[config.mk]
export PLATFORM = sky130hd
export DESIGN_NAME = awning_drive_mode_controller_flat
export DESIGN_NICKNAME = d
export VERILOG_FILES = /design/src/awdm_pkg.sv /design/src/awdm_tick_if.sv /design/src/awdm_result_if.sv /design/src/awdm_step.sv /design/src/awning_drive_mode_controller.sv /design/src/flat_wrapper.sv
export SDC_FILE = /design/constraint.sdc
export NUM_CORES = 1
export LEC_CHECK = 0
export BUFFER_PORTS_ARGS = -buffer_cell sky130_fd_sc_hd__buf_2
export CAP_MARGIN = 15
export CELL_PAD_IN_SITES_DETAIL_PLACEMENT = 2
export CELL_PAD_IN_SITES_GLOBAL_PLACEMENT = 2
export CORE_ASPECT_RATIO = 1.2
export CORE_UTILIZATION = 39
export CTS_CLUSTER_DIAMETER = 150
export DETAILED_ROUTE_END_ITERATION = 16
export PLACE_DENSITY = 0.83
export RECOVER_POWER = 25
export SYNTH_ARGS = -nofsm -noshare
export SYNTH_HDL_FRONTEND = slang
export SYNTH_SLANG_ARGS = --single-unit
export TNS_END_PERCENT = 1
[constraint.sdc]
create_clock -name clk -period 3.3 [get_ports clk]
set_clock_uncertainty 0.05 [all_clocks]
set_input_delay 0.33 -clock clk [delete_from_list [all_inputs] [get_ports clk]]
set_output_delay 0.33 -clock clk [all_outputs]
set_load 0.02 [all_outputs]
[src/awdm_pkg.sv]
// ----------------------------------------------------------------------------
// awdm_pkg: awning drive mode controller shared definitions
// Mode codes, lamp bit positions, default timing values and the structs
// that carry one tick and the controller state.
// ----------------------------------------------------------------------------
package awdm_pkg;

	// default blink timing, in ticks
	localparam int unsigned BLINK_PERIOD_TICKS = 20;
	localparam int unsigned WRAP_TICKS         = 100;

	// blink tick counter runs modulo 128
	localparam int unsigned TICK_W = 7;

	// mode codes
	localparam logic [1:0] MODE_OFF     = 2'd0;
	localparam logic [1:0] MODE_MANUAL  = 2'd1;
	localparam logic [1:0] MODE_AUTO    = 2'd2;
	localparam logic [1:0] MODE_RETRACT = 2'd3;

	// lamp and drive latch bit positions
	localparam int unsigned LAMP_W       = 5;
	localparam int unsigned LAMP_POWER   = 0;
	localparam int unsigned LAMP_AUTO    = 1;
	localparam int unsigned LAMP_MANUAL  = 2;
	localparam int unsigned LAMP_EXTEND  = 3;
	localparam int unsigned LAMP_RETRACT = 4;

	// one 10 ms tick of switch and button levels
	typedef struct packed {
		logic power_switch;
		logic sun_sensor;
		logic auto_switch;
		logic retracted_limit;
		logic extended_limit;
		logic retract_button;
		logic extend_button;
	} awdm_tick_t;

	// controller state, prev_buttons bit 0 retract, bit 1 extend
	typedef struct packed {
		logic [1:0]        mode;
		logic              extend_request;
		logic              blink_enable;
		logic              off_flag;
		logic [1:0]        prev_buttons;
		logic [TICK_W-1:0] blink_ticks;
		logic [LAMP_W-1:0] lamp;
	} awdm_state_t;

endpackage

[src/awdm_tick_if.sv]
// ----------------------------------------------------------------------------
// awdm_tick_if: tick request channel
// Valid/ready channel carrying the switch and button levels of one tick.
// ----------------------------------------------------------------------------
interface awdm_tick_if;
	logic valid;
	logic ready;
	logic power_switch;
	logic sun_sensor;
	logic auto_switch;
	logic retracted_limit;
	logic extended_limit;
	logic retract_button;
	logic extend_button;

	modport source (
		output valid, power_switch, sun_sensor, auto_switch, retracted_limit,
		       extended_limit, retract_button, extend_button,
		input  ready
	);

	modport sink (
		input  valid, power_switch, sun_sensor, auto_switch, retracted_limit,
		       extended_limit, retract_button, extend_button,
		output ready
	);
endinterface

[src/awdm_result_if.sv]
// ----------------------------------------------------------------------------
// awdm_result_if: result request channel
// Valid/ready channel carrying lamp, drive and mode outputs of one tick.
// ----------------------------------------------------------------------------
interface awdm_result_if;
	logic       valid;
	logic       ready;
	logic       power_lamp;
	logic       auto_lamp;
	logic       manual_lamp;
	logic       drive_extend;
	logic       drive_retract;
	logic [1:0] mode;

	modport source (
		output valid, power_lamp, auto_lamp, manual_lamp, drive_extend,
		       drive_retract, mode,
		input  ready
	);

	modport sink (
		input  valid, power_lamp, auto_lamp, manual_lamp, drive_extend,
		       drive_retract, mode,
		output ready
	);
endinterface

[src/awdm_step.sv]
// ----------------------------------------------------------------------------
// awdm_step: next-state logic for one tick
// Button edge detect, mode step, drive/lamp latch update and blink timing.
// Purely combinational; the caller registers the returned state.
// ----------------------------------------------------------------------------
module awdm_step #(
	parameter int unsigned BlinkPeriod = awdm_pkg::BLINK_PERIOD_TICKS,
	parameter int unsigned WrapTicks   = awdm_pkg::WRAP_TICKS,
	localparam int unsigned PhW        = (BlinkPeriod > 1) ? $clog2(BlinkPeriod) : 1
) (
	input  awdm_pkg::awdm_tick_t  tick_in,
	input  awdm_pkg::awdm_state_t cur,
	input  logic [PhW-1:0]        phase,
	output awdm_pkg::awdm_state_t nxt,
	output logic [PhW-1:0]        phase_nxt
);

	localparam logic [awdm_pkg::TICK_W-1:0] WrapVal  = awdm_pkg::TICK_W'(WrapTicks);
	localparam logic [awdm_pkg::TICK_W-1:0] TickMax  = '1;
	localparam logic [PhW-1:0]              HalfVal  = PhW'(BlinkPeriod / 2);
	localparam logic [PhW-1:0]              PhaseTop = PhW'(BlinkPeriod - 1);

	logic                         rise_retract;
	logic                         rise_extend;
	logic                         at_limit;
	logic [awdm_pkg::TICK_W-1:0]  ticks_c;
	logic [PhW-1:0]               phase_c;

	assign rise_retract = tick_in.retract_button & ~cur.prev_buttons[0];
	assign rise_extend  = tick_in.extend_button  & ~cur.prev_buttons[1];
	assign at_limit     = tick_in.retracted_limit | tick_in.extended_limit;

	always_comb begin
		nxt = cur;
		nxt.prev_buttons = {tick_in.extend_button, tick_in.retract_button};

		// mode step
		unique case (cur.mode)
			awdm_pkg::MODE_OFF: begin
				nxt.off_flag = 1'b1;
				if (tick_in.power_switch && tick_in.retracted_limit) begin
					nxt.mode = tick_in.auto_switch ? awdm_pkg::MODE_AUTO
					                               : awdm_pkg::MODE_MANUAL;
					nxt.off_flag = 1'b0;
					nxt.lamp[awdm_pkg::LAMP_POWER] = 1'b1;
				end
			end
			awdm_pkg::MODE_MANUAL: begin
				nxt.blink_enable = 1'b1;
				if (at_limit) begin
					if (rise_retract) nxt.extend_request = 1'b0;
					if (rise_extend)  nxt.extend_request = 1'b1;
					if (tick_in.auto_switch) begin
						nxt.mode = awdm_pkg::MODE_AUTO;
						nxt.blink_enable = 1'b0;
					end
				end
				if (!tick_in.power_switch) begin
					nxt.mode = awdm_pkg::MODE_RETRACT;
					nxt.blink_enable = 1'b0;
				end
			end
			awdm_pkg::MODE_AUTO: begin
				nxt.lamp[awdm_pkg::LAMP_AUTO] = 1'b1;
				if (at_limit) begin
					nxt.extend_request = tick_in.sun_sensor;
					if (!tick_in.auto_switch) begin
						nxt.mode = awdm_pkg::MODE_MANUAL;
						nxt.lamp[awdm_pkg::LAMP_AUTO] = 1'b0;
					end
				end
				if (!tick_in.power_switch) begin
					nxt.mode = awdm_pkg::MODE_RETRACT;
					nxt.lamp[awdm_pkg::LAMP_AUTO] = 1'b0;
				end
			end
			awdm_pkg::MODE_RETRACT: begin
				nxt.extend_request = 1'b0;
				if (tick_in.retracted_limit) nxt.mode = awdm_pkg::MODE_OFF;
			end
		endcase

		// drive outputs, all dark while off
		if (nxt.off_flag) begin
			nxt.lamp = '0;
		end else begin
			nxt.lamp[awdm_pkg::LAMP_EXTEND]  = nxt.extend_request & ~tick_in.extended_limit;
			nxt.lamp[awdm_pkg::LAMP_RETRACT] = ~(nxt.extend_request | tick_in.retracted_limit);
		end

		// blink timing; phase tracks blink_ticks modulo the blink period
		if (nxt.blink_enable) begin
			if (cur.blink_ticks > WrapVal) begin
				ticks_c = '0;
				phase_c = '0;
			end else begin
				ticks_c = cur.blink_ticks;
				phase_c = phase;
			end
			nxt.lamp[awdm_pkg::LAMP_MANUAL] = (phase_c > HalfVal);
		end else begin
			ticks_c = '0;
			phase_c = '0;
			nxt.lamp[awdm_pkg::LAMP_MANUAL] = 1'b0;
		end
		nxt.blink_ticks = ticks_c + 1'b1;
		if (ticks_c == TickMax || phase_c == PhaseTop) phase_nxt = '0;
		else phase_nxt = phase_c + 1'b1;
	end

endmodule

[src/awning_drive_mode_controller.sv]
// ----------------------------------------------------------------------------
// awning_drive_mode_controller: awning drive mode controller top level
// Registers each tick request, steps the mode controller and holds the
// lamp/drive result in an output register until it is taken.
// ----------------------------------------------------------------------------
//  channel | modport | request carries
//  --------+---------+------------------------------------------------------
//  tick    | sink    | power, sun, auto, both limits, both button levels
//  result  | source  | power/auto/manual lamps, extend/retract drive, mode
//
//  One tick per cycle sustained while results are taken; a taken tick goes
//  through the input register, then the result register holding the new state.
//  The state step is one pass of awdm_step between those two registers.
//  arst_n clears the controller state and both valid flags.
//  A stalled result holds; the input register still takes one more tick.
// ----------------------------------------------------------------------------
module awning_drive_mode_controller #(
	parameter int unsigned BlinkPeriod = awdm_pkg::BLINK_PERIOD_TICKS,
	parameter int unsigned WrapTicks   = awdm_pkg::WRAP_TICKS
) (
	input logic           clk,
	input logic           arst_n,
	awdm_tick_if.sink     tick,
	awdm_result_if.source result
);

	localparam int unsigned PhW = (BlinkPeriod > 1) ? $clog2(BlinkPeriod) : 1;

	logic                  valid_s1;
	awdm_pkg::awdm_tick_t  tick_s1;
	awdm_pkg::awdm_state_t state_q;
	awdm_pkg::awdm_state_t state_nxt;
	logic [PhW-1:0]        phase_q;
	logic [PhW-1:0]        phase_nxt;
	logic                  out_valid_q;
	logic                  advance;

	assign advance    = valid_s1 & (~out_valid_q | result.ready);
	assign tick.ready = ~valid_s1 | advance;

	// input register
	always_ff @(posedge clk or negedge arst_n) begin
		if (!arst_n) begin
			valid_s1 <= 1'b0;
		end else if (tick.ready) begin
			valid_s1 <= tick.valid;
		end
	end

	always_ff @(posedge clk) begin
		if (tick.valid && tick.ready) begin
			tick_s1 <= '{power_switch:    tick.power_switch,
			             sun_sensor:      tick.sun_sensor,
			             auto_switch:     tick.auto_switch,
			             retracted_limit: tick.retracted_limit,
			             extended_limit:  tick.extended_limit,
			             retract_button:  tick.retract_button,
			             extend_button:   tick.extend_button};
		end
	end

	// next-state logic
	awdm_step #(
		.BlinkPeriod (BlinkPeriod),
		.WrapTicks   (WrapTicks)
	) u_step (
		.tick_in   (tick_s1),
		.cur       (state_q),
		.phase     (phase_q),
		.nxt       (state_nxt),
		.phase_nxt (phase_nxt)
	);

	// controller state, also the result payload
	always_ff @(posedge clk or negedge arst_n) begin
		if (!arst_n) begin
			state_q <= '{mode: awdm_pkg::MODE_OFF, default: '0};
			phase_q <= '0;
		end else if (advance) begin
			state_q <= state_nxt;
			phase_q <= phase_nxt;
		end
	end

	// result valid
	always_ff @(posedge clk or negedge arst_n) begin
		if (!arst_n) begin
			out_valid_q <= 1'b0;
		end else if (advance) begin
			out_valid_q <= 1'b1;
		end else if (result.ready) begin
			out_valid_q <= 1'b0;
		end
	end

	assign result.valid         = out_valid_q;
	assign result.power_lamp    = state_q.lamp[awdm_pkg::LAMP_POWER];
	assign result.auto_lamp     = state_q.lamp[awdm_pkg::LAMP_AUTO];
	assign result.manual_lamp   = state_q.lamp[awdm_pkg::LAMP_MANUAL];
	assign result.drive_extend  = state_q.lamp[awdm_pkg::LAMP_EXTEND];
	assign result.drive_retract = state_q.lamp[awdm_pkg::LAMP_RETRACT];
	assign result.mode          = state_q.mode;

`ifndef ASSERT_OFF
	// motor never driven both ways
	a_drive_excl: assert property (@(posedge clk) disable iff (!arst_n)
		!(state_q.lamp[awdm_pkg::LAMP_EXTEND] && state_q.lamp[awdm_pkg::LAMP_RETRACT]))
		else $error("extend and retract driven together");

	// everything dark while the off flag is set
	a_off_dark: assert property (@(posedge clk) disable iff (!arst_n)
		state_q.off_flag |-> (state_q.lamp == '0))
		else $error("lamp or drive lit while off");

	// manual lamp only lit while blinking
	a_blink_lamp: assert property (@(posedge clk) disable iff (!arst_n)
		!state_q.blink_enable |-> !state_q.lamp[awdm_pkg::LAMP_MANUAL])
		else $error("manual lamp lit with blinking disabled");

	// blink phase stays below the period
	a_phase_range: assert property (@(posedge clk) disable iff (!arst_n)
		phase_q <= PhW'(BlinkPeriod - 1))
		else $error("blink phase out of range");

	// a held tick is not dropped by the input register
	a_s1_hold: assert property (@(posedge clk) disable iff (!arst_n)
		(valid_s1 && !advance) |=> (valid_s1 && $stable(tick_s1)))
		else $error("input register lost a tick");
`endif

endmodule

[src/flat_wrapper.sv]
// flat-port wrapper written by rule: the top's interface ports become plain ports
module awning_drive_mode_controller_flat 
#(
	parameter int unsigned BlinkPeriod = awdm_pkg::BLINK_PERIOD_TICKS,
	parameter int unsigned WrapTicks   = awdm_pkg::WRAP_TICKS
)
  (clk, arst_n, tick_valid, tick_power_switch, tick_sun_sensor, tick_auto_switch, tick_retracted_limit, tick_extended_limit, tick_retract_button, tick_extend_button, tick_ready, result_valid, result_power_lamp, result_auto_lamp, result_manual_lamp, result_drive_extend, result_drive_retract, result_mode, result_ready);
  awdm_tick_if tick_i ();
  awdm_result_if result_i ();
  input logic clk;
  input logic arst_n;
  input wire logic [$bits(tick_i.valid)-1:0] tick_valid;
  input wire logic [$bits(tick_i.power_switch)-1:0] tick_power_switch;
  input wire logic [$bits(tick_i.sun_sensor)-1:0] tick_sun_sensor;
  input wire logic [$bits(tick_i.auto_switch)-1:0] tick_auto_switch;
  input wire logic [$bits(tick_i.retracted_limit)-1:0] tick_retracted_limit;
  input wire logic [$bits(tick_i.extended_limit)-1:0] tick_extended_limit;
  input wire logic [$bits(tick_i.retract_button)-1:0] tick_retract_button;
  input wire logic [$bits(tick_i.extend_button)-1:0] tick_extend_button;
  output wire logic [$bits(tick_i.ready)-1:0] tick_ready;
  output wire logic [$bits(result_i.valid)-1:0] result_valid;
  output wire logic [$bits(result_i.power_lamp)-1:0] result_power_lamp;
  output wire logic [$bits(result_i.auto_lamp)-1:0] result_auto_lamp;
  output wire logic [$bits(result_i.manual_lamp)-1:0] result_manual_lamp;
  output wire logic [$bits(result_i.drive_extend)-1:0] result_drive_extend;
  output wire logic [$bits(result_i.drive_retract)-1:0] result_drive_retract;
  output wire logic [$bits(result_i.mode)-1:0] result_mode;
  input wire logic [$bits(result_i.ready)-1:0] result_ready;
  assign tick_i.valid = tick_valid;
  assign tick_i.power_switch = tick_power_switch;
  assign tick_i.sun_sensor = tick_sun_sensor;
  assign tick_i.auto_switch = tick_auto_switch;
  assign tick_i.retracted_limit = tick_retracted_limit;
  assign tick_i.extended_limit = tick_extended_limit;
  assign tick_i.retract_button = tick_retract_button;
  assign tick_i.extend_button = tick_extend_button;
  assign tick_ready = tick_i.ready;
  assign result_valid = result_i.valid;
  assign result_power_lamp = result_i.power_lamp;
  assign result_auto_lamp = result_i.auto_lamp;
  assign result_manual_lamp = result_i.manual_lamp;
  assign result_drive_extend = result_i.drive_extend;
  assign result_drive_retract = result_i.drive_retract;
  assign result_mode = result_i.mode;
  assign result_i.ready = result_ready;
  awning_drive_mode_controller #(.BlinkPeriod(BlinkPeriod), .WrapTicks(WrapTicks)) u_core (.clk(clk), .arst_n(arst_n), .tick(tick_i), .result(result_i));
endmodule
# Yosys cells after proc, flatten, opt, wreduce, memory -nomap -nowiden
# Index checks and enable logic that the tools add are counted.
# word_totals
reg_bits,33
inputBits,11
output_inout_bits,9
elab_cells,94
# classes
addsub,2
n_lt_le_gt_ge,2
n_eq_ne,11
mux,35
bitwise,14
n_reduce_logical,11
# op_table
cell,count
$mux 5,4
$mux 2,9
$mux 1,16
$mux 7,2
$ne 3x3->1 const B,4
$pmux 2 s4,1
$reduce_bool 2->1,4
$add 7x1->7 const B,1
$eq 7x7->1 const B,1
$gt 7x7->1 const B,1
$reduce_and 7->1,1
$not 1->1,6
$add 5x1->5 const B,1
$eq 5x5->1 const B,1
$gt 5x4->1 const B,1
$and 1x1->1,4
$eq 2x2->1 const B,2
$mux 4,1
$or 1x1->1,4
$mux 3,1
$pmux 1 s3,1
$reduce_and 3->1,1
$eq 2x1->1 const B,1
$logic_and 1x1->1,2
other kinds (5),5

# Logic depth before layout (Yosys ltp)
# Gate-level depths: netlist of the first run.
# depth
ltp_word,12
ltp_mapped,9
depth_no_buf,8

# Modules after synthesis
# From an unflattened synthesis of the first run, not the netlist that was laid out.
# unflattened
cells_unflattened,161
area_unflattened_um2,1949.4
# by_module_without_submodules
module,instances,cells_each,area_per_inst_um2,seq_area_each_um2
awning_drive_mode_controller,1,67,1313.8,860.8
awdm_step,1,94,635.6,0.0

# Least setup slack after synthesis of the first run
# No wires, ideal clock.
# synth_timing
path_type,flip-flop to flip-flop
start,reg u_core.tick_s1[6] (netlist bit)
end,reg u_core.phase_q[4]
setup_time_ns,0.129
t_arrival_ns,2.000
required_time_ns,3.121
setup_slack_ns,1.121
path_stages_with_launch,10
n_path_buf,1
period_less_slack_ns,2.179
cell_sequence,edfxtp_1 and3b_1 a22o_1 buf_2 and3_1 ha_1 nor4bb_1 a32oi_1 mux2i_1 o31ai_1
# synth_via
elab_chain_cells,6
word_cells_on_any_way,9
classes_between,add/sub (1); eq/ne (2); mux (5); reduce/logical (1)
# synth_rtl
element,line_no,rtl
start: declaration,awning_drive_mode_controller.sv:30,awdm_pkg::awdm_tick_t tick_s1;
start signal: assignment,awning_drive_mode_controller.sv:52,"tick_s1 <= '{power_switch: tick.power_switch,"
$mux 1 (*),awdm_step.sv:58,if (!tick_in.power_switch) begin
$mux 1 (*),awdm_step.sv:38,unique case (cur.mode)
branches (longest 3 deep; another with $add 5x1->5),n/a,
$mux 5 (*),awdm_step.sv:107,if (ticks_c == TickMax || phase_c == PhaseTop) phase_nxt = '0;
end signal: assignment,awning_drive_mode_controller.sv:81,phase_q <= phase_nxt;
end: declaration,awning_drive_mode_controller.sv:33,logic [PhW-1:0] phase_q;
# Every way passes the cells marked *.
# A chain may end at the register's enable or synchronous reset.

# Final worst setup path of the first run
# layout_timing
start,"reg u_core.state_q, in the netlist u_core.result.mode[0]"
end,reg u_core.phase_q[1]
# layout_via
elab_chain_cells,6
word_cells_on_any_way,9
classes_between,add/sub (1); eq/ne (3); mux (4); reduce/logical (1)
# layout_rtl
element,line_no,rtl
start: declaration,awning_drive_mode_controller.sv:31,awdm_pkg::awdm_state_t state_q;
start signal: assignment,awning_drive_mode_controller.sv:80,state_q <= state_nxt;
$eq 2x1->1 (*),awdm_step.sv:38,
$mux 1 (*),awdm_step.sv:38,
branches (longest 3 deep; another with $add 5x1->5),n/a,
$mux 5 (*),awdm_step.sv:107,
# Marked as above.

==> flow_metrics.env, run 1 <==
export IMPL_result_of_the_run="complete, but fails checks"
export IMPL_violated_checks="max-capacitance violations"
export IMPL_clkTransAtPathRegs_ns=0.07
export IMPL_rows=26
export IMPL_tritoncts_clock_tree="built"
export IMPL_gr_usage_all_layers=0.230
export IMPL_synthesis_nets=195
export IMPL_antenna_violating_nets_post_route=0
export IMPL_floorplan_core_area_um2=4260
export IMPL_ys_types=48
export IMPL_synth_warning_count=0
export IMPL_drive_gt1_frac=0.131
export IMPL_cellPowerDensity_nw_per_um2=704
export IMPL_achievable_frequency_ghz=0.368
export IMPL_detail_route_vias_per_cell=6.01
export IMPL_place_gp_congestion=0.825
export IMPL_cts_made_buffers=5
export IMPL_worst_ep_required_time_ns=3.38
export IMPL_final_hold_viol_count=0
export IMPL_clk_root_buffer_cell="clkbuf_8"
export IMPL_leakagePower_nw=0.810
export IMPL_detail_route_drc_violations=0
export IMPL_tightestPinTransition_ns=1.49
export IMPL_wire_per_inst_um=19.4
export IMPL_final_setup_tns_ns=0
export IMPL_die_w_um=63.1
export IMPL_post_cts_setup_buffers=0
export IMPL_max_cap_viol_count=1
export IMPL_final_max_slew_violation_count=0
export IMPL_avgSynthCellArea_um2=9.60
export IMPL_htree_num_levels=2
export IMPL_setup_viol=0
export IMPL_die_area_um2=4750
export IMPL_cts_hold_buffers=0
export IMPL_syn_area_um2=1750
export IMPL_timing_critical_path_fanout_max=18
export IMPL_final_min_clock_period_ns=2.72
export IMPL_layout_commonest_cell="nand2_1"
export IMPL_seq_area_frac_synth=0.493
export IMPL_cts_root_to_sink_buffers=2
export IMPL_ys_dominant_reg_cell="dfrtp_1"
export IMPL_clock_insertion_delay_worst_skew_ns=0.29
export IMPL_wire_length_of_the_first_global_routing_pass_um=8180
export IMPL_leftover_overflow_at_the_end_of_global_routing=0
export IMPL_worstSetupStartpointType="flop"
export IMPL_cts_resized=0
export IMPL_initial_core_util=0.410
export IMPL_grt_max_degree=35
export IMPL_synth_seq_cells=33
export IMPL_antenna_diode_count=0
export IMPL_antenna_found_initial=0
export IMPL_postSynthCellCount=182
export IMPL_nets=211
export IMPL_fp_dieH_um=75.3
export IMPL_clkSinkCount=33
export IMPL_r2r_worst_path_cells=8
export IMPL_design_power_total_mw=1.37
export IMPL_postRouteWirelength_um=4950
export IMPL_type_of_element_capturing_the_critical_path="flop"
export IMPL_io_buffer_count=19
export IMPL_synthToLayoutAreaGrowth_pct=11.0
export IMPL_holdPathStages=1
export IMPL_detailedRoute_firstIterationViolations=54
export IMPL_most_used_cells_in_the_layout_excluding_fill_and_tap_cells="nand2_1, dfrtp_1, buf_2"
export IMPL_worst_slew_margin_rel=0.00756
export IMPL_first_global_vias=1657
export IMPL_detailed_place_hpwl_um=3610
export IMPL_async_flop_share=0.788
export IMPL_hold_path_class="in -> reg"
export IMPL_timing_final_crit_share=0.823
export IMPL_route_vias_total=1533
export IMPL_number_of_synthesized_flops_with_an_enable_pin=7
export IMPL_drt_pass1_iter_count=4
export IMPL_rsz_0062_raised_after_global_routing="false"
export IMPL_cp_arrival_ns=2.80
export IMPL_vdd_ir_drop_max_mv=0.394
export IMPL_pin_count=20
export IMPL_timing_setup_critical_path_class="reg -> reg"
## final timing paths
path,from,to,slack (ns)
min in group asynchronous,arst_n,u_core.result.manual_lamp,0.34
max in group asynchronous,arst_n,u_core.result.drive_extend,1.99
hold reg to reg,u_core.state_q[12],u_core.state_q[12],0.44
hold / removal,tick_auto_switch,u_core.tick_s1[4],0.17
setup reg to reg,u_core.result.mode[0],u_core.phase_q[1],0.58
setup / recovery,u_core.result.mode[0],u_core.phase_q[1],0.58
## report_power, final
| group | internal, mW | switching [mW] |
|---|---|---|
| registers | 0.500 | 0.122 |
| clock network | 0.142 | 0.152 |
| logic | 0.166 | 0.283 |
| total | 0.809 | 0.557 |
## cell usage after synthesis (all sizes together), types with 3 or more instances
| cell | count | share of area |
|---|---|---|
| buf | 6 | 0.021 |
| nor2 | 12 | 0.026 |
| o21ai | 10 | 0.029 |
| nand4 | 5 | 0.018 |
| dfrtp | 26 | 0.37 |
| o31ai | 5 | 0.021 |
| a21oi | 6 | 0.017 |
| and3 | 5 | 0.018 |
| clkbuf | 4 | 0.0086 |
| a211oi | 3 | 0.016 |
| nand2 | 27 | 0.058 |
| nor2b | 3 | 0.011 |
| nand2b | 6 | 0.021 |
| edfxtp | 7 | 0.12 |
| a31oi | 5 | 0.018 |
| nand3 | 4 | 0.011 |
| inv | 8 | 0.017 |
## flip-flops by register name, indices dropped and copies added, names as in the netlist
name	cells
u_core.phase_q	5
u_core.result.auto_lamp	1
u_core.result.drive_extend	1
u_core.result.drive_retract	1
u_core.result.manual_lamp	1
u_core.result.mode	2
u_core.result.power_lamp	1
u_core.result.valid	1
u_core.state_q	12
u_core.tick_s1	7
u_core.valid_s1	1
## metrics by stage
step                      area (um^2)  setup slack (ns)   util  hold slack, ns  cells
final                            1940             0.583  0.455           0.166    255
after global routing             1940             0.364  0.455           0.154    255
after detailed placement         1860             0.606  0.436           0.336    247
after global placement           1860             0.841  0.436           0.321    247
after floorplan                  1750              1.12      -         -0.0156    182
after CTS                        1940             0.584  0.455          0.0264    255
## critical path, cell delays in order (launching register included)
cell and delay [ns]:
dfrtp_1 0.65, and3b_1 0.28, a22o_1 0.41, and3_1 0.23, ha_1 0.21, nor2b_1 0.22
nand3_1 0.15, o31ai_1 0.25, o21ai_0 0.10
## routing by layer
metal | global-route usage | up-vias | share of wire
met4 | 0.0930 | 0 | 0.020
met2 | 0.441 | 29 | 0.55
met3 | 0.0509 | 11 | 0.025
met5 | 0 | - | 0
met1 | 0.247 | 777 | 0.40
li1 | - | 716 | -
## cells by family (layout without fill, tap and decap cells)
family,after synthesis,in the layout,synth area share
adder cells (fa/ha/maj),2,2,0.0143
AND/OR/NAND/NOR,76,76,0.223
buffers and inverters,18,35,0.0473
AO/OA/AOI/OAI,51,51,0.211
flip-flops,33,33,0.493
multiplexers,2,2,0.0115
## area by class of cell
class,instances,area [um^2]
clock buffers,5,68.8
clock inverters,3,12.5
fillers,483,2320
inverters,8,30.0
multi-input cells,131,803
flip-flops and latches,33,861
well taps,56,70.1
repair buffers,19,93.8
Power figures use the tool's default switching activity.
==> inputs of run 2 (changes only) <==
Settings changed: CORE_UTILIZATION 39 to 32, PLACE_DENSITY 0.83 to 0.73.
Clock period 3.3 ns to 2.2 ns, I/O delays scaled along.
==> run 2 against run 1 <==
Compared with the run above:
- flip-flop and latch count is the same
- highest routed layer unchanged
- power grew 72%
- fmax grew 27%
- via count grew 6.8%
- die area grew 21%
- clock-buffer cell count grew 3
- utilization shrank 2.0 points
- final cell count grew 14%
- worst setup slack lost 0.52 ns
- global-route usage shrank 3.3 points
- the run now ends clean
- register-to-register slack lost 0.52 ns
- largest cell class is now multi-input combinational cells
- wire length grew 12%
==> flow_metrics.env, run 2 (synthesized netlist as in run 1, its figures left out) <==
export IMPL_min_to="u_core.tick_s1[1]"
export IMPL_hold_path_class="in -> reg"
export IMPL_clock_insertion_delay_worst_skew_ns=0.29
export IMPL_cts_root_to_sink_buffers=2
export IMPL_post_place_setup_slack_ns=-0.0280
export IMPL_achievable_frequency_ghz=0.469
export IMPL_critPathSlowestCell="dfrtp_2"
export IMPL_worst_slew_margin_rel=0.555
export IMPL_gr_usage_all_layers=0.197
export IMPL_drive_gt1_frac=0.323
export IMPL_cp_arrival_ns=2.30
export IMPL_detail_route_vias_per_cell=5.63
export IMPL_place_gp_congestion=0.841
export IMPL_nets=241
export IMPL_final_hold_viol_count=0
export IMPL_type_of_element_capturing_the_critical_path="flop"
export IMPL_worst_ep_required_time_ns=2.37
export IMPL_setup_slack_ns=0.0673
export IMPL_clkSinkCount=33
export IMPL_clk_root_buffer_cell="clkbuf_8"
export IMPL_post_detailed_placement_cell_area_um2=2010
export IMPL_wire_per_inst_um=19.0
export IMPL_route_vias_total=1638
export IMPL_layout_commonest_cell="buf_4"
export IMPL_clkTransAtPathRegs_ns=0.07
export IMPL_die_w_um=69.4
export IMPL_most_used_cells_in_the_layout_excluding_fill_and_tap_cells="buf_4, nand2_1, dfrtp_1"
export IMPL_io_buffer_count=19
export IMPL_setup_viol=0
export IMPL_regToRegEndpoint="u_core.state_q[9]"
export IMPL_cellPowerDensity_nw_per_um2=1030
export IMPL_post_route_cell_area_um2=2290
export IMPL_dr_max_layer_used="met4"
export IMPL_result_of_the_run="finished, final reports clean"
export IMPL_detail_route_drc_violations=0
export IMPL_initial_core_util=0.332
export IMPL_r2r_start="u_core.state_q[5]"
export IMPL_dr_wl_met2_um=3190
export IMPL_antenna_violating_nets_post_route=0
export IMPL_layout_top_registers="u_core.state_q (12), u_core.tick_s1 (7), u_core.phase_q (5)"
export IMPL_routed_wl_met3_um=107
export IMPL_timing_final_crit_share=0.969
export IMPL_cts_made_buffers=5
export IMPL_pin_count=20
export IMPL_fp_dieH_um=82.9
export IMPL_final_max_slew_violation_count=0
export IMPL_r2r_worst_path_cells=8
export IMPL_tightestPinTransition_ns=0.662
export IMPL_first_global_vias=1808
export IMPL_floorplan_core_area_um2=5260
export IMPL_max_stage_delay_ns=0.44
export IMPL_reg2reg_slack_ns=0.07
export IMPL_postRouteWirelength_um=5520
export IMPL_leftover_overflow_at_the_end_of_global_routing=0
export IMPL_timing_setup_critical_path_class="reg -> reg"
export IMPL_vdd_ir_drop_max_mv=0.457
export IMPL_antenna_diode_count=0
export IMPL_antenna_found_initial=0
export IMPL_min_from="tick_retract_button"
export IMPL_htree_num_levels=2
export IMPL_final_min_clock_period_ns=2.13
export IMPL_die_area_um2=5760
export IMPL_worstSetupStartpointType="flop"
export IMPL_max_cap_viol_count=0
export IMPL_final_setup_tns_ns=0
export IMPL_largest_register_ffs=12
export IMPL_detailed_place_hpwl_um=3850
export IMPL_max_flop_register="u_core.state_q"
export IMPL_grt_max_degree=27
export IMPL_routedLengthMet1_um=2090
export IMPL_holdPathStages=1
export IMPL_detailedRoute_firstIterationViolations=35
export IMPL_cell_breakdown_of_the_critical_path="o21ai_2, a21o_1, buf_4, and3_4, ha_4, nand4_1, or3_1, mux2i_1"
export IMPL_timing_critical_path_fanout_max=5
export IMPL_tritoncts_clock_tree="built"
export IMPL_wire_length_of_the_first_global_routing_pass_um=9020
export IMPL_leakagePower_nw=0.958
export IMPL_rows=29
export IMPL_synthToLayoutAreaGrowth_pct=31.0
export IMPL_drt_pass1_iter_count=4
## run 2: cell types whose count changed in the layout (fill, tap and decap cells not counted), moves of 2 or more
cell	before	now
dfrtp_1	26	24
and3_4	0	4
buf_4	0	29
o21ai_2	0	2
ha_4	0	2
and3_1	5	1
dfrtp_2	0	2
ha_1	2	0
clkinv_1	2	0
## run 2: how the worst max path moves through the flow
stage | start | to | slack, ns | depth (start not counted)
6_report | u_core.state_q[5] | u_core.state_q[9] | 0.07 | 8
5_1_grt | u_core.state_q[5] | u_core.state_q[9] | -0.04 | 8
4_1_cts | u_core.state_q[8] | u_core.phase_q[4] | 0.01 | 8
3_5_place_dp | u_core.state_q[5] | u_core.phase_q[1] | -0.03 | 8
3_3_place_gp | u_core.tick_s1[6] | u_core.phase_q[4] | 0.14 | 8
2_1_floorplan | u_core.tick_s1[6] | u_core.phase_q[4] | 0.02 | 9
## run 2: routing by layer
| metal | track usage | vias up |
|---|---|---|
| li1 | - | 772 |
| met5 | 0 | - |
| met2 | 0.367 | 24 |
| met4 | 0.0835 | 0 |
| met3 | 0.0328 | 12 |
| met1 | 0.216 | 830 |
## run 2: repair_timing
item / in CTS / in global routing
setup endpoints to repair: 2 / 5
gates resized for setup: 5 / 18
hold buffers: 1 / 0
pin swaps: 3 / 11
buffers inserted: 3 / 7
hold endpoints to repair: 26 / 0
## run 2: worst max-delay path, delay by kind of cell (launching register included)
kind / cells / cell delay, ns
simple gates: 3 / 0.72
buf+inv: 1 / 0.16
compound gates: 2 / 0.43
mux: 1 / 0.12
fa+ha+maj: 1 / 0.15
flops: 1 / 0.44
## run 2: cell type report
cell class                      count  area [um^2]
Clock buffer                        8         90.1
Sequential cell                    33          863
Inverter                            8         30.0
Tap cell                           62         77.6
Timing Repair Buffer               49          323
Multi-Input combinational cell    131          905
Fill cell                         566         2970
## run 2: where the power goes
part	internal (mW)	leakage, nW	switching, mW	total [mW]
Combinational	0.432	0.513	0.582	1.01
Sequential	0.753	0.399	0.115	0.868
Clock	0.255	0.0455	0.218	0.473
## run 2: through the flow
stage	std cells	util	power [mW]	hold slack, ns
2_1_floorplan	182	-	1.41	-0.126
3_3_place_gp	272	0.382	1.66	0.233
3_5_place_dp	272	0.382	1.72	0.237
4_1_cts	284	0.409	2.26	0.0479
5_1_grt	291	0.435	2.50	0.0478
6_report	291	0.435	2.36	0.0580
